## config.mk

```make
export PLATFORM = sky130hd
export DESIGN_NAME = rle_sprite_decoder
export DESIGN_NICKNAME = d
export VERILOG_FILES = /design/src/design/rsd_pkg.sv /design/src/design/rsd_front.sv /design/src/design/rsd_queue.sv /design/src/design/rsd_back.sv /design/src/design/rle_sprite_decoder.sv
export SDC_FILE = /design/constraint.sdc
export NUM_CORES = 2
export LEC_CHECK = 0
export BUFFER_PORTS_ARGS = -buffer_cell sky130_fd_sc_hd__buf_2
export CAP_MARGIN = 15
export CELL_PAD_IN_SITES_DETAIL_PLACEMENT = 0
export CELL_PAD_IN_SITES_GLOBAL_PLACEMENT = 2
export CORE_MARGIN = 4
export CORE_UTILIZATION = 45
export DETAILED_ROUTE_END_ITERATION = 16
export GPL_ROUTABILITY_DRIVEN = 0
export PLACE_DENSITY_LB_ADDON = 0.1
export SYNTH_ARGS = -nofsm -noshare
export SYNTH_HDL_FRONTEND = slang
export SYNTH_SLANG_ARGS = --single-unit
```

## constraint.sdc

```tcl
create_clock -name aclk -period 19.15 [get_ports aclk]
set_clock_uncertainty 0.1 [all_clocks]
set_input_delay 4.7875 -clock aclk [delete_from_list [all_inputs] [get_ports aclk]]
set_output_delay 4.7875 -clock aclk [all_outputs]
set_load 0.1 [all_outputs]
```

## src/design/rsd_pkg.sv

```systemverilog
// rsd_pkg: shared types and constants of the rle sprite decoder
// used by rsd_front, rsd_queue, rsd_back and rle_sprite_decoder; no dependencies
package rsd_pkg;

    localparam int ADDR_W    = 21;
    localparam int WORD_W    = 16;
    localparam int CFG_W     = 11;
    localparam int CFG_IDX_W = 3;
    localparam logic [CFG_W-1:0] MAX_ROWS = 11'd1024;

    // register indexes of the configuration port
    localparam logic [CFG_IDX_W-1:0] REG_WIDTH  = 3'd0;
    localparam logic [CFG_IDX_W-1:0] REG_HEIGHT = 3'd1;
    localparam logic [CFG_IDX_W-1:0] REG_PITCH  = 3'd2;
    localparam logic [CFG_IDX_W-1:0] REG_FLIP_X = 3'd3;
    localparam logic [CFG_IDX_W-1:0] REG_FLIP_Y = 3'd4;
    localparam logic [CFG_IDX_W-1:0] REG_OLD    = 3'd5;
    localparam logic [CFG_IDX_W-1:0] REG_NEW    = 3'd6;

    // command kinds passed from front to back
    localparam logic [1:0] CMD_PIX  = 2'd0;
    localparam logic [1:0] CMD_STEP = 2'd1;
    localparam logic [1:0] CMD_BASE = 2'd2;
    localparam logic [1:0] CMD_END  = 2'd3;

    typedef struct packed {
        logic [CFG_W-1:0] sprite_width;
        logic [CFG_W-1:0] sprite_height;
        logic [CFG_W-1:0] row_pitch;
        logic             flip_x;
        logic             flip_y;
        logic [7:0]       old_color;
        logic [7:0]       new_color;
    } cfg_t;

    typedef struct packed {
        logic [1:0]        kind;
        logic [ADDR_W-1:0] col;      // flipped column of a pixel
        logic [7:0]        pix;      // recolored pixel
        logic              adv;      // step row base after this pixel
        logic              set_base; // first group: load start row base
        logic [WORD_W-1:0] rows;     // whole rows to skip
    } cmd_t;

endpackage

```

## src/design/rsd_front.sv

```systemverilog
// rsd_front: byte parser of the skip/copy stream, emits commands
// depends on rsd_pkg
module rsd_front (
    input  logic                aclk,
    input  logic                aresetn,
    input  rsd_pkg::cfg_t       cfg,
    input  logic                in_valid,
    input  logic [7:0]          in_byte,
    output logic                in_ready,
    output logic                cmd_valid,
    output rsd_pkg::cmd_t       cmd,
    input  logic                cmd_ready
);

    localparam logic [3:0] PH_ROWS_LO   = 4'd0;
    localparam logic [3:0] PH_ROWS_HI   = 4'd1;
    localparam logic [3:0] PH_CHUNKS_LO = 4'd2;
    localparam logic [3:0] PH_CHUNKS_HI = 4'd3;
    localparam logic [3:0] PH_SKIP_LO   = 4'd4;
    localparam logic [3:0] PH_SKIP_HI   = 4'd5;
    localparam logic [3:0] PH_COPY_LO   = 4'd6;
    localparam logic [3:0] PH_COPY_HI   = 4'd7;
    localparam logic [3:0] PH_DATA      = 4'd8;

    logic [3:0]  phase_reg, phase_next;
    logic [7:0]  hold_reg, hold_next;
    logic [15:0] rows_reg, rows_next;
    logic [15:0] cpr_reg, cpr_next;
    logic [15:0] chunks_reg, chunks_next;
    logic [15:0] skip_reg, skip_next;
    logic [15:0] copy_reg, copy_next;
    logic        first_reg, first_next;

    logic        accept;
    logic [15:0] word;
    logic [15:0] ec_chunks, ec_rows;
    logic        ec_row_done;

    assign in_ready = cmd_ready;
    assign accept   = in_valid && cmd_ready;
    assign word     = {in_byte, hold_reg};

    // end of chunk bookkeeping
    always_comb begin
        ec_chunks   = (chunks_reg != 16'd0) ? chunks_reg - 16'd1 : 16'd0;
        ec_row_done = (ec_chunks == 16'd0);
        ec_rows     = (rows_reg != 16'd0) ? rows_reg - 16'd1 : 16'd0;
    end

    always_comb begin
        phase_next  = phase_reg;
        hold_next   = hold_reg;
        rows_next   = rows_reg;
        cpr_next    = cpr_reg;
        chunks_next = chunks_reg;
        skip_next   = skip_reg;
        copy_next   = copy_reg;
        first_next  = first_reg;
        cmd_valid   = 1'b0;
        cmd.kind     = rsd_pkg::CMD_PIX;
        cmd.col      = cfg.flip_x
            ? ({10'b0, cfg.sprite_width} - 21'd1 - {5'b0, skip_reg})
            : {5'b0, skip_reg};
        cmd.pix      = (cfg.old_color != cfg.new_color && in_byte == cfg.old_color)
            ? cfg.new_color : in_byte;
        cmd.adv      = 1'b0;
        cmd.set_base = first_reg;
        cmd.rows     = (word == 16'd0) ? rows_reg : 16'd0;

        if (accept) begin
            unique case (phase_reg)
                PH_ROWS_LO, PH_CHUNKS_LO, PH_SKIP_LO, PH_COPY_LO: begin
                    hold_next  = in_byte;
                    phase_next = phase_reg + 4'd1;
                end
                PH_ROWS_HI: begin
                    rows_next  = word;
                    phase_next = PH_CHUNKS_LO;
                end
                PH_CHUNKS_HI: begin
                    cmd_valid = 1'b1;
                    if (!first_reg && rows_reg == 16'd0) begin
                        cmd.kind    = rsd_pkg::CMD_END;
                        phase_next  = PH_ROWS_LO;
                        hold_next   = 8'd0;
                        rows_next   = 16'd0;
                        cpr_next    = 16'd0;
                        chunks_next = 16'd0;
                        skip_next   = 16'd0;
                        copy_next   = 16'd0;
                        first_next  = 1'b1;
                    end else begin
                        cmd.kind   = rsd_pkg::CMD_BASE;
                        first_next = 1'b0;
                        if (word == 16'd0) begin
                            rows_next  = 16'd0;
                            phase_next = PH_ROWS_LO;
                        end else if (rows_reg == 16'd0) begin
                            phase_next = PH_ROWS_LO;
                        end else begin
                            cpr_next    = word;
                            chunks_next = word;
                            phase_next  = PH_SKIP_LO;
                        end
                    end
                end
                PH_SKIP_HI: begin
                    skip_next  = word;
                    phase_next = PH_COPY_LO;
                end
                PH_COPY_HI, PH_DATA: begin
                    if (phase_reg == PH_DATA) begin
                        cmd_valid = 1'b1;
                        skip_next = skip_reg + 16'd1;
                        copy_next = copy_reg - 16'd1;
                    end else begin
                        copy_next = word;
                    end
                    if (copy_next == 16'd0) begin
                        chunks_next = ec_chunks;
                        phase_next  = PH_SKIP_LO;
                        if (ec_row_done) begin
                            // row finished: back steps its row base
                            cmd.adv   = 1'b1;
                            cmd.kind  = (phase_reg == PH_DATA) ? rsd_pkg::CMD_PIX
                                                               : rsd_pkg::CMD_STEP;
                            cmd_valid = 1'b1;
                            rows_next = ec_rows;
                            if (ec_rows != 16'd0) chunks_next = cpr_reg;
                            else phase_next = PH_ROWS_LO;
                        end
                    end else begin
                        phase_next = PH_DATA;
                    end
                end
                default: begin
                    phase_next  = PH_ROWS_LO;
                    hold_next   = 8'd0;
                    rows_next   = 16'd0;
                    cpr_next    = 16'd0;
                    chunks_next = 16'd0;
                    skip_next   = 16'd0;
                    copy_next   = 16'd0;
                    first_next  = 1'b1;
                end
            endcase
        end
    end

    always_ff @(posedge aclk) begin
        if (!aresetn) begin
            phase_reg  <= PH_ROWS_LO;
            hold_reg   <= 8'd0;
            rows_reg   <= 16'd0;
            cpr_reg    <= 16'd0;
            chunks_reg <= 16'd0;
            skip_reg   <= 16'd0;
            copy_reg   <= 16'd0;
            first_reg  <= 1'b1;
        end else begin
            phase_reg  <= phase_next;
            hold_reg   <= hold_next;
            rows_reg   <= rows_next;
            cpr_reg    <= cpr_next;
            chunks_reg <= chunks_next;
            skip_reg   <= skip_next;
            copy_reg   <= copy_next;
            first_reg  <= first_next;
        end
    end

endmodule

```

## src/design/rsd_queue.sv

```systemverilog
// rsd_queue: two-entry command queue between front and back
// depends on rsd_pkg
module rsd_queue (
    input  logic          aclk,
    input  logic          aresetn,
    input  logic          push_valid,
    input  rsd_pkg::cmd_t push_cmd,
    output logic          push_ready,
    output logic          pop_valid,
    output rsd_pkg::cmd_t pop_cmd,
    input  logic          pop_ready
);

    rsd_pkg::cmd_t mem_reg [2];
    logic          wr_ptr_reg;
    logic          rd_ptr_reg;
    logic [1:0]    count_reg;
    logic          do_push, do_pop;

    assign push_ready = (count_reg != 2'd2);
    assign pop_valid  = (count_reg != 2'd0);
    assign pop_cmd    = mem_reg[rd_ptr_reg];
    assign do_push    = push_valid && push_ready;
    assign do_pop     = pop_valid && pop_ready;

    always_ff @(posedge aclk) begin
        if (do_push) mem_reg[wr_ptr_reg] <= push_cmd;
    end

    always_ff @(posedge aclk) begin
        if (!aresetn) begin
            wr_ptr_reg <= 1'b0;
            rd_ptr_reg <= 1'b0;
            count_reg  <= 2'd0;
        end else begin
            if (do_push) wr_ptr_reg <= ~wr_ptr_reg;
            if (do_pop)  rd_ptr_reg <= ~rd_ptr_reg;
            count_reg <= count_reg + {1'b0, do_push} - {1'b0, do_pop};
        end
    end

endmodule

```

## src/design/rsd_back.sv

```systemverilog
// rsd_back: row base tracking, pixel address forming and output register
// depends on rsd_pkg
module rsd_back (
    input  logic                          aclk,
    input  logic                          aresetn,
    input  rsd_pkg::cfg_t                 cfg,
    input  logic                          cmd_valid,
    input  rsd_pkg::cmd_t                 cmd,
    output logic                          cmd_ready,
    output logic                          m_valid,
    input  logic                          m_ready,
    output logic [rsd_pkg::ADDR_W-1:0]    m_write_offset,
    output logic [7:0]                    m_pixel_value,
    output logic                          m_end_of_sprite
);

    logic [rsd_pkg::ADDR_W-1:0] base_reg;
    logic [rsd_pkg::ADDR_W-1:0] prod1_reg, prod2_reg;
    logic                       set_reg;
    logic                       pend_reg;
    logic                       valid_reg;
    logic [rsd_pkg::ADDR_W-1:0] offset_reg;
    logic [7:0]                 pixel_reg;
    logic                       eos_reg;

    logic [rsd_pkg::ADDR_W-1:0] step;
    logic [rsd_pkg::ADDR_W-1:0] h1;
    logic [rsd_pkg::CFG_W-1:0]  eff_h;
    logic [31:0]                mul1, mul2;
    logic                       out_free;
    logic                       pop;
    logic                       out_load;

    always_comb begin
        step  = cfg.flip_y ? (21'd0 - {10'b0, cfg.row_pitch}) : {10'b0, cfg.row_pitch};
        eff_h = (cfg.sprite_height > rsd_pkg::MAX_ROWS) ? rsd_pkg::MAX_ROWS
                                                        : cfg.sprite_height;
        h1    = {10'b0, eff_h} - 21'd1;
        mul1  = {11'b0, h1} * {21'b0, cfg.row_pitch};
        mul2  = {16'b0, cmd.rows} * {11'b0, step};
    end

    assign out_free  = !valid_reg || m_ready;
    assign cmd_ready = !pend_reg &&
                       (cmd.kind == rsd_pkg::CMD_BASE || cmd.kind == rsd_pkg::CMD_STEP ||
                        out_free);
    assign pop       = cmd_valid && cmd_ready;
    assign out_load  = pop && (cmd.kind == rsd_pkg::CMD_PIX || cmd.kind == rsd_pkg::CMD_END);

    always_ff @(posedge aclk) begin
        if (!aresetn) begin
            base_reg  <= '0;
            pend_reg  <= 1'b0;
            valid_reg <= 1'b0;
        end else begin
            valid_reg <= out_load || (valid_reg && !m_ready);
            if (pend_reg) begin
                base_reg <= (set_reg ? prod1_reg : base_reg) + prod2_reg;
                pend_reg <= 1'b0;
            end else if (pop) begin
                unique case (cmd.kind)
                    rsd_pkg::CMD_PIX: begin
                        if (cmd.adv) base_reg <= base_reg + step;
                    end
                    rsd_pkg::CMD_STEP: base_reg <= base_reg + step;
                    rsd_pkg::CMD_BASE: pend_reg <= 1'b1;
                    rsd_pkg::CMD_END:  base_reg <= '0;
                    default: ;
                endcase
            end
        end
    end

    // payload registers
    always_ff @(posedge aclk) begin
        if (!pend_reg && pop) begin
            if (cmd.kind == rsd_pkg::CMD_BASE) begin
                prod1_reg <= cfg.flip_y ? mul1[rsd_pkg::ADDR_W-1:0] : '0;
                prod2_reg <= mul2[rsd_pkg::ADDR_W-1:0];
                set_reg   <= cmd.set_base;
            end
            if (cmd.kind == rsd_pkg::CMD_PIX) begin
                offset_reg <= base_reg + cmd.col;
                pixel_reg  <= cmd.pix;
                eos_reg    <= 1'b0;
            end
            if (cmd.kind == rsd_pkg::CMD_END) begin
                offset_reg <= '0;
                pixel_reg  <= 8'd0;
                eos_reg    <= 1'b1;
            end
        end
    end

    assign m_valid         = valid_reg;
    assign m_write_offset  = offset_reg;
    assign m_pixel_value   = pixel_reg;
    assign m_end_of_sprite = eos_reg;

endmodule

```

## src/design/rle_sprite_decoder.sv

```systemverilog
// rle_sprite_decoder: top level of the skip/copy rle sprite decoder
// depends on rsd_pkg, rsd_front, rsd_queue, rsd_back
//
// usage:
// - s_valid/s_ready/s_data_byte take one byte of the compressed stream per item
// - m_valid/m_ready carry one result item: a pixel write (offset, value) or an
//   end-of-sprite flag with zero offset and value; header bytes give no pixel write
// - cfg_wr_en/cfg_index/cfg_data write the seven registers, only while idle (the block itself does not enforce this)
// - throughput: one byte per cycle while m_ready stays high; the back end holds off
//   the queue after each group header for its registered row multiply, hidden by the header bytes
//   that follow, so a steady stream runs at one byte per cycle
// - a data byte's command is written into the queue, then into the output register, where its result shows
// - a stalled receiver holds the output register; the two-entry queue fills and
//   s_ready drops until the back end drains again
// - reset (synchronous, active low) restores register defaults and restarts the
//   parser at the first group of a new sprite with empty queue and output
module rle_sprite_decoder (
    input  logic                              aclk,
    input  logic                              aresetn,
    input  logic                              cfg_wr_en,
    input  logic [rsd_pkg::CFG_IDX_W-1:0]     cfg_index,
    input  logic [rsd_pkg::CFG_W-1:0]         cfg_data,
    input  logic                              s_valid,
    output logic                              s_ready,
    input  logic [7:0]                        s_data_byte,
    output logic                              m_valid,
    input  logic                              m_ready,
    output logic [rsd_pkg::ADDR_W-1:0]        m_write_offset,
    output logic [7:0]                        m_pixel_value,
    output logic                              m_end_of_sprite
);

    rsd_pkg::cfg_t cfg_reg;

    // command path front -> queue -> back
    logic          f_valid, f_ready;
    rsd_pkg::cmd_t f_cmd;
    logic          b_valid, b_ready;
    rsd_pkg::cmd_t b_cmd;

    // configuration registers
    always_ff @(posedge aclk) begin
        if (!aresetn) begin
            cfg_reg.sprite_width  <= 11'd1;
            cfg_reg.sprite_height <= 11'd1;
            cfg_reg.row_pitch     <= 11'd4;
            cfg_reg.flip_x        <= 1'b0;
            cfg_reg.flip_y        <= 1'b0;
            cfg_reg.old_color     <= 8'd0;
            cfg_reg.new_color     <= 8'd0;
        end else if (cfg_wr_en) begin
            case (cfg_index)
                rsd_pkg::REG_WIDTH:  cfg_reg.sprite_width  <= cfg_data;
                rsd_pkg::REG_HEIGHT: cfg_reg.sprite_height <= cfg_data;
                rsd_pkg::REG_PITCH:  cfg_reg.row_pitch     <= cfg_data;
                rsd_pkg::REG_FLIP_X: cfg_reg.flip_x        <= cfg_data[0];
                rsd_pkg::REG_FLIP_Y: cfg_reg.flip_y        <= cfg_data[0];
                rsd_pkg::REG_OLD:    cfg_reg.old_color     <= cfg_data[7:0];
                rsd_pkg::REG_NEW:    cfg_reg.new_color     <= cfg_data[7:0];
                default: ;
            endcase
        end
    end

    // parser: header fields, chunk and row counts
    rsd_front u_front (
        .aclk      (aclk),
        .aresetn   (aresetn),
        .cfg       (cfg_reg),
        .in_valid  (s_valid),
        .in_byte   (s_data_byte),
        .in_ready  (s_ready),
        .cmd_valid (f_valid),
        .cmd       (f_cmd),
        .cmd_ready (f_ready)
    );

    // decouples the parser from output stalls
    rsd_queue u_queue (
        .aclk       (aclk),
        .aresetn    (aresetn),
        .push_valid (f_valid),
        .push_cmd   (f_cmd),
        .push_ready (f_ready),
        .pop_valid  (b_valid),
        .pop_cmd    (b_cmd),
        .pop_ready  (b_ready)
    );

    // row base and output register
    rsd_back u_back (
        .aclk            (aclk),
        .aresetn         (aresetn),
        .cfg             (cfg_reg),
        .cmd_valid       (b_valid),
        .cmd             (b_cmd),
        .cmd_ready       (b_ready),
        .m_valid         (m_valid),
        .m_ready         (m_ready),
        .m_write_offset  (m_write_offset),
        .m_pixel_value   (m_pixel_value),
        .m_end_of_sprite (m_end_of_sprite)
    );

endmodule
```

==> results.yml <==
run_status:
  outcome: "finished clean"
floorplanning:
  start_util_pct: 45.3
  io_pins: 59
  die_area_mm2: 0.0703
  rows: 94
  fp.dieH_um: 265
  die_w_um: 265
  coreArea_mm2: 0.0656
cts:
  cts_setup_buffers: 0
  cts_root_buf: "clkbuf_16"
  clockBufferDepth: 3
  h-tree-depth: 2
  path_clk_slew_ns: 0.06
  clkSinkCount: 343
  clk_latency_ns: 0.58
  cts_made_buffers: 42
  ctsResizeCount: 0
  cts_tree: "done"
  hold_buffers: 0
route:
  ant_nets: 0
  finalWirelength_um: 83900
  vias_per_cell: 5.52
  drt_iter0_drc: 1395
  route.detailed.drc: 0
  vias: 22800
  wl_per_cell_um: 20.3
  first_pass_iters: 5
layout:
  final_cells: 4135
  antenna_cells: 0
  nFillCells: 6180
  final_cell_mix: "396 x nand2_1, 365 x inv_1, 261 x fa_1, 245 x nor2_1, 204 x a21oi_1"
  fin_util_pct: 49.2
  largest_reg_flops: 98
  drive_above_1_share_pct: 8.62
  layout.nets: 3712
  area_growth_pct: 8.46
  layout_commonest_cell: "nand2_1"
grt:
  grt_pass1_wl_um: 132000
  track_usage_pct: 23.8
  grt_pass1_vias: 23200
  grt_max_degree: 76
  grt-ovfl-total: 0
  antenna_found_initial: 2
yosys:
  avgSynthCellArea_um2: 9.14
  synthArstFlopShare_pct: 0
  ys_types: 90
  synth_area_mm2: 0.0297
  ys_ff_latch: 343
  yosysWarnings: 0
  synth_nets: 3731
  yosysSeqAreaShare_pct: 28.8
  synth_cells: 3256
  synth_ff_type: "dfxtp_1"
  synth_edf_count: 171
placed_design:
  dp_hpwl_um: 64100
  dp.cells: 4056
  placement.io_buffers: 58
worst_setup_path:
  required_ns: 19.35
  arrival_ns: 8.17
  crit_type: "register to register"
  worstSetupStartpointType: "register"
  end_kind: "register"
  cp_max_fo: 18
sta:
  rsz0062_at_grt: "false"
  worst_pin_slew_ns: 1.15
  slew_headroom_pct: 23.6
  setup_viol: 0
  fin_crit_sh_pct: 41.6
  period_needed_ns: 7.97
  drv_slew: 0
  hold_viol_final: 0
  setup_tns_ns: 0
  max_freq_ghz: 0.125
power_and_ir_drop:
  max-vdd-ir-drop_mv: 0.0993
  fin_total_pwr_w: 0.00335
  leakage_nw: 13.2
  power_density_mw_per_mm2: 104
hold_path:
  min_path_type: "register to register"
flow_run:
  maxCapViolations: 0
==> report_power, final <==
| group | switching, W | total, W | internal, W |
|---|---|---|---|
| registers | 0.000102 | 0.000989 | 0.000887 |
| logic | 0.000995 | 0.00152 | 0.000521 |
| clock network | 0.000336 | 0.000843 | 0.000508 |
| total | 0.00143 | 0.00335 | 0.00192 |
==> metal layers <==
metal | wire length [um] | vias up | GRT usage (%)
met3 | 3810 | 127 | 2.81
li1 | - | 11000 | -
met5 | 13 | - | 0
met2 | 38900 | 545 | 39.2
met1 | 38500 | 11200 | 33.1
met4 | 2680 | 2 | 7.35
==> cells in the mapped netlist, types with 7 or more instances <==
library cell	number	area [um^2]
inv_1	365	1370
a211oi_2	11	138
xor2_1	76	666
nand2_1	396	1490
xnor2_1	117	1020
o2bb2ai_1	14	123
and2_1	92	576
nand3_1	77	385
mux2i_1	31	310
nor2_1	245	920
nor4_1	24	150
buf_1	13	48.8
or2_2	14	87.6
o21a_1	16	120
edfxtp_1	171	5130
o21bai_1	9	67.6
ha_1	187	2340
a211oi_1	40	300
fa_1	261	5230
o31ai_1	21	158
or4_1	12	90.1
or3_1	22	138
clkbuf_1	125	469
nor3_1	68	340
a21o_1	27	203
nor3b_1	7	52.6
nand4_1	7	43.8
o21ai_0	82	410
a21oi_1	204	1020
a22oi_1	20	150
nand2b_1	35	219
and3_1	14	87.6
nor2b_1	40	250
a31oi_1	15	93.8
o211ai_1	7	52.6
a221oi_1	29	254
mux2_2	61	687
dfxtp_1	172	3440
==> final timing paths <==
| kind | from | endpoint | slack [ns] | cells after the start |
|---|---|---|---|---|
| hold / removal | u_front.cpr_reg[15]$_SDFFE_PN0P_ | u_front.cpr_reg[15]$_SDFFE_PN0P_ | 0.35 | 2 |
| hold reg to reg | u_front.cpr_reg[15]$_SDFFE_PN0P_ | u_front.cpr_reg[15]$_SDFFE_PN0P_ | 0.35 | 2 |
| setup reg to reg | cfg_reg[20]$_SDFFE_PN1P_ | u_back.prod2_reg[20]$_DFFE_PP_ | 11.18 | 25 |
| setup / recovery | cfg_reg[20]$_SDFFE_PN1P_ | u_back.prod2_reg[20]$_DFFE_PP_ | 11.18 | 25 |
==> kinds of logic (layout without fill, tap and decap cells) <==
kind of cell	count (synthesis)	in the layout	share of synthesized area [%]
multiplexers	92	92	3.35
AND/OR/NAND/NOR	1090	1090	17.3
flip-flops	343	343	28.8
XOR/XNOR	193	193	5.68
adder cells (fa/ha/maj)	448	448	25.4
buffers and inverters	525	540	6.80
AO/OA/AOI/OAI	565	565	12.6
==> area by class of cell <==
cell class / count / area, um^2 / share of cell area [%]
Sequential cell: 343 / 8580 / 26.6
Inverter: 372 / 1400 / 4.34
Clock inverter: 20 / 275 / 0.853
Timing Repair Buffer: 90 / 551 / 1.71
Tap cell: 864 / 1080 / 3.35
Multi-Input combinational cell: 2388 / 19200 / 59.5
Clock buffer: 58 / 1190 / 3.70
==> critical path: stages (launching register included) <==
cell      delay (ns)
dfxtp_1         0.50
nor4_1          0.59
nand2_1         0.18
o31ai_1         0.28
xor2_1          0.51
clkinv_1        0.57
nand2_1         0.25
fa_1            0.44
inv_1           0.09
fa_1            0.41
fa_1            0.52
inv_1           0.06
fa_1            0.53
inv_1           0.05
fa_1            0.48
inv_1           0.05
fa_1            0.47
inv_1           0.04
ha_1            0.32
and3_1          0.23
a31oi_1         0.27
a211oi_1        0.12
nor3_1          0.28
o21bai_1        0.10
a21oi_1         0.17
xnor2_1         0.08
==> per-stage QoR <==
| step | cell area (um^2) | worst slack [ns] | hold slack [ns] |
|---|---|---|---|
| 6_report | 32300 | 11.18 | 0.354 |
| 4_1_cts | 32200 | 11.17 | 0.356 |
| 3_5_place_dp | 30800 | 11.15 | 0.349 |
| 2_1_floorplan | 29700 | 10.18 | 0.336 |
| 5_1_grt | 32300 | 10.65 | 0.376 |
| 3_3_place_gp | 30800 | 11.33 | 0.343 |
(Power assumes the default switching activity.)
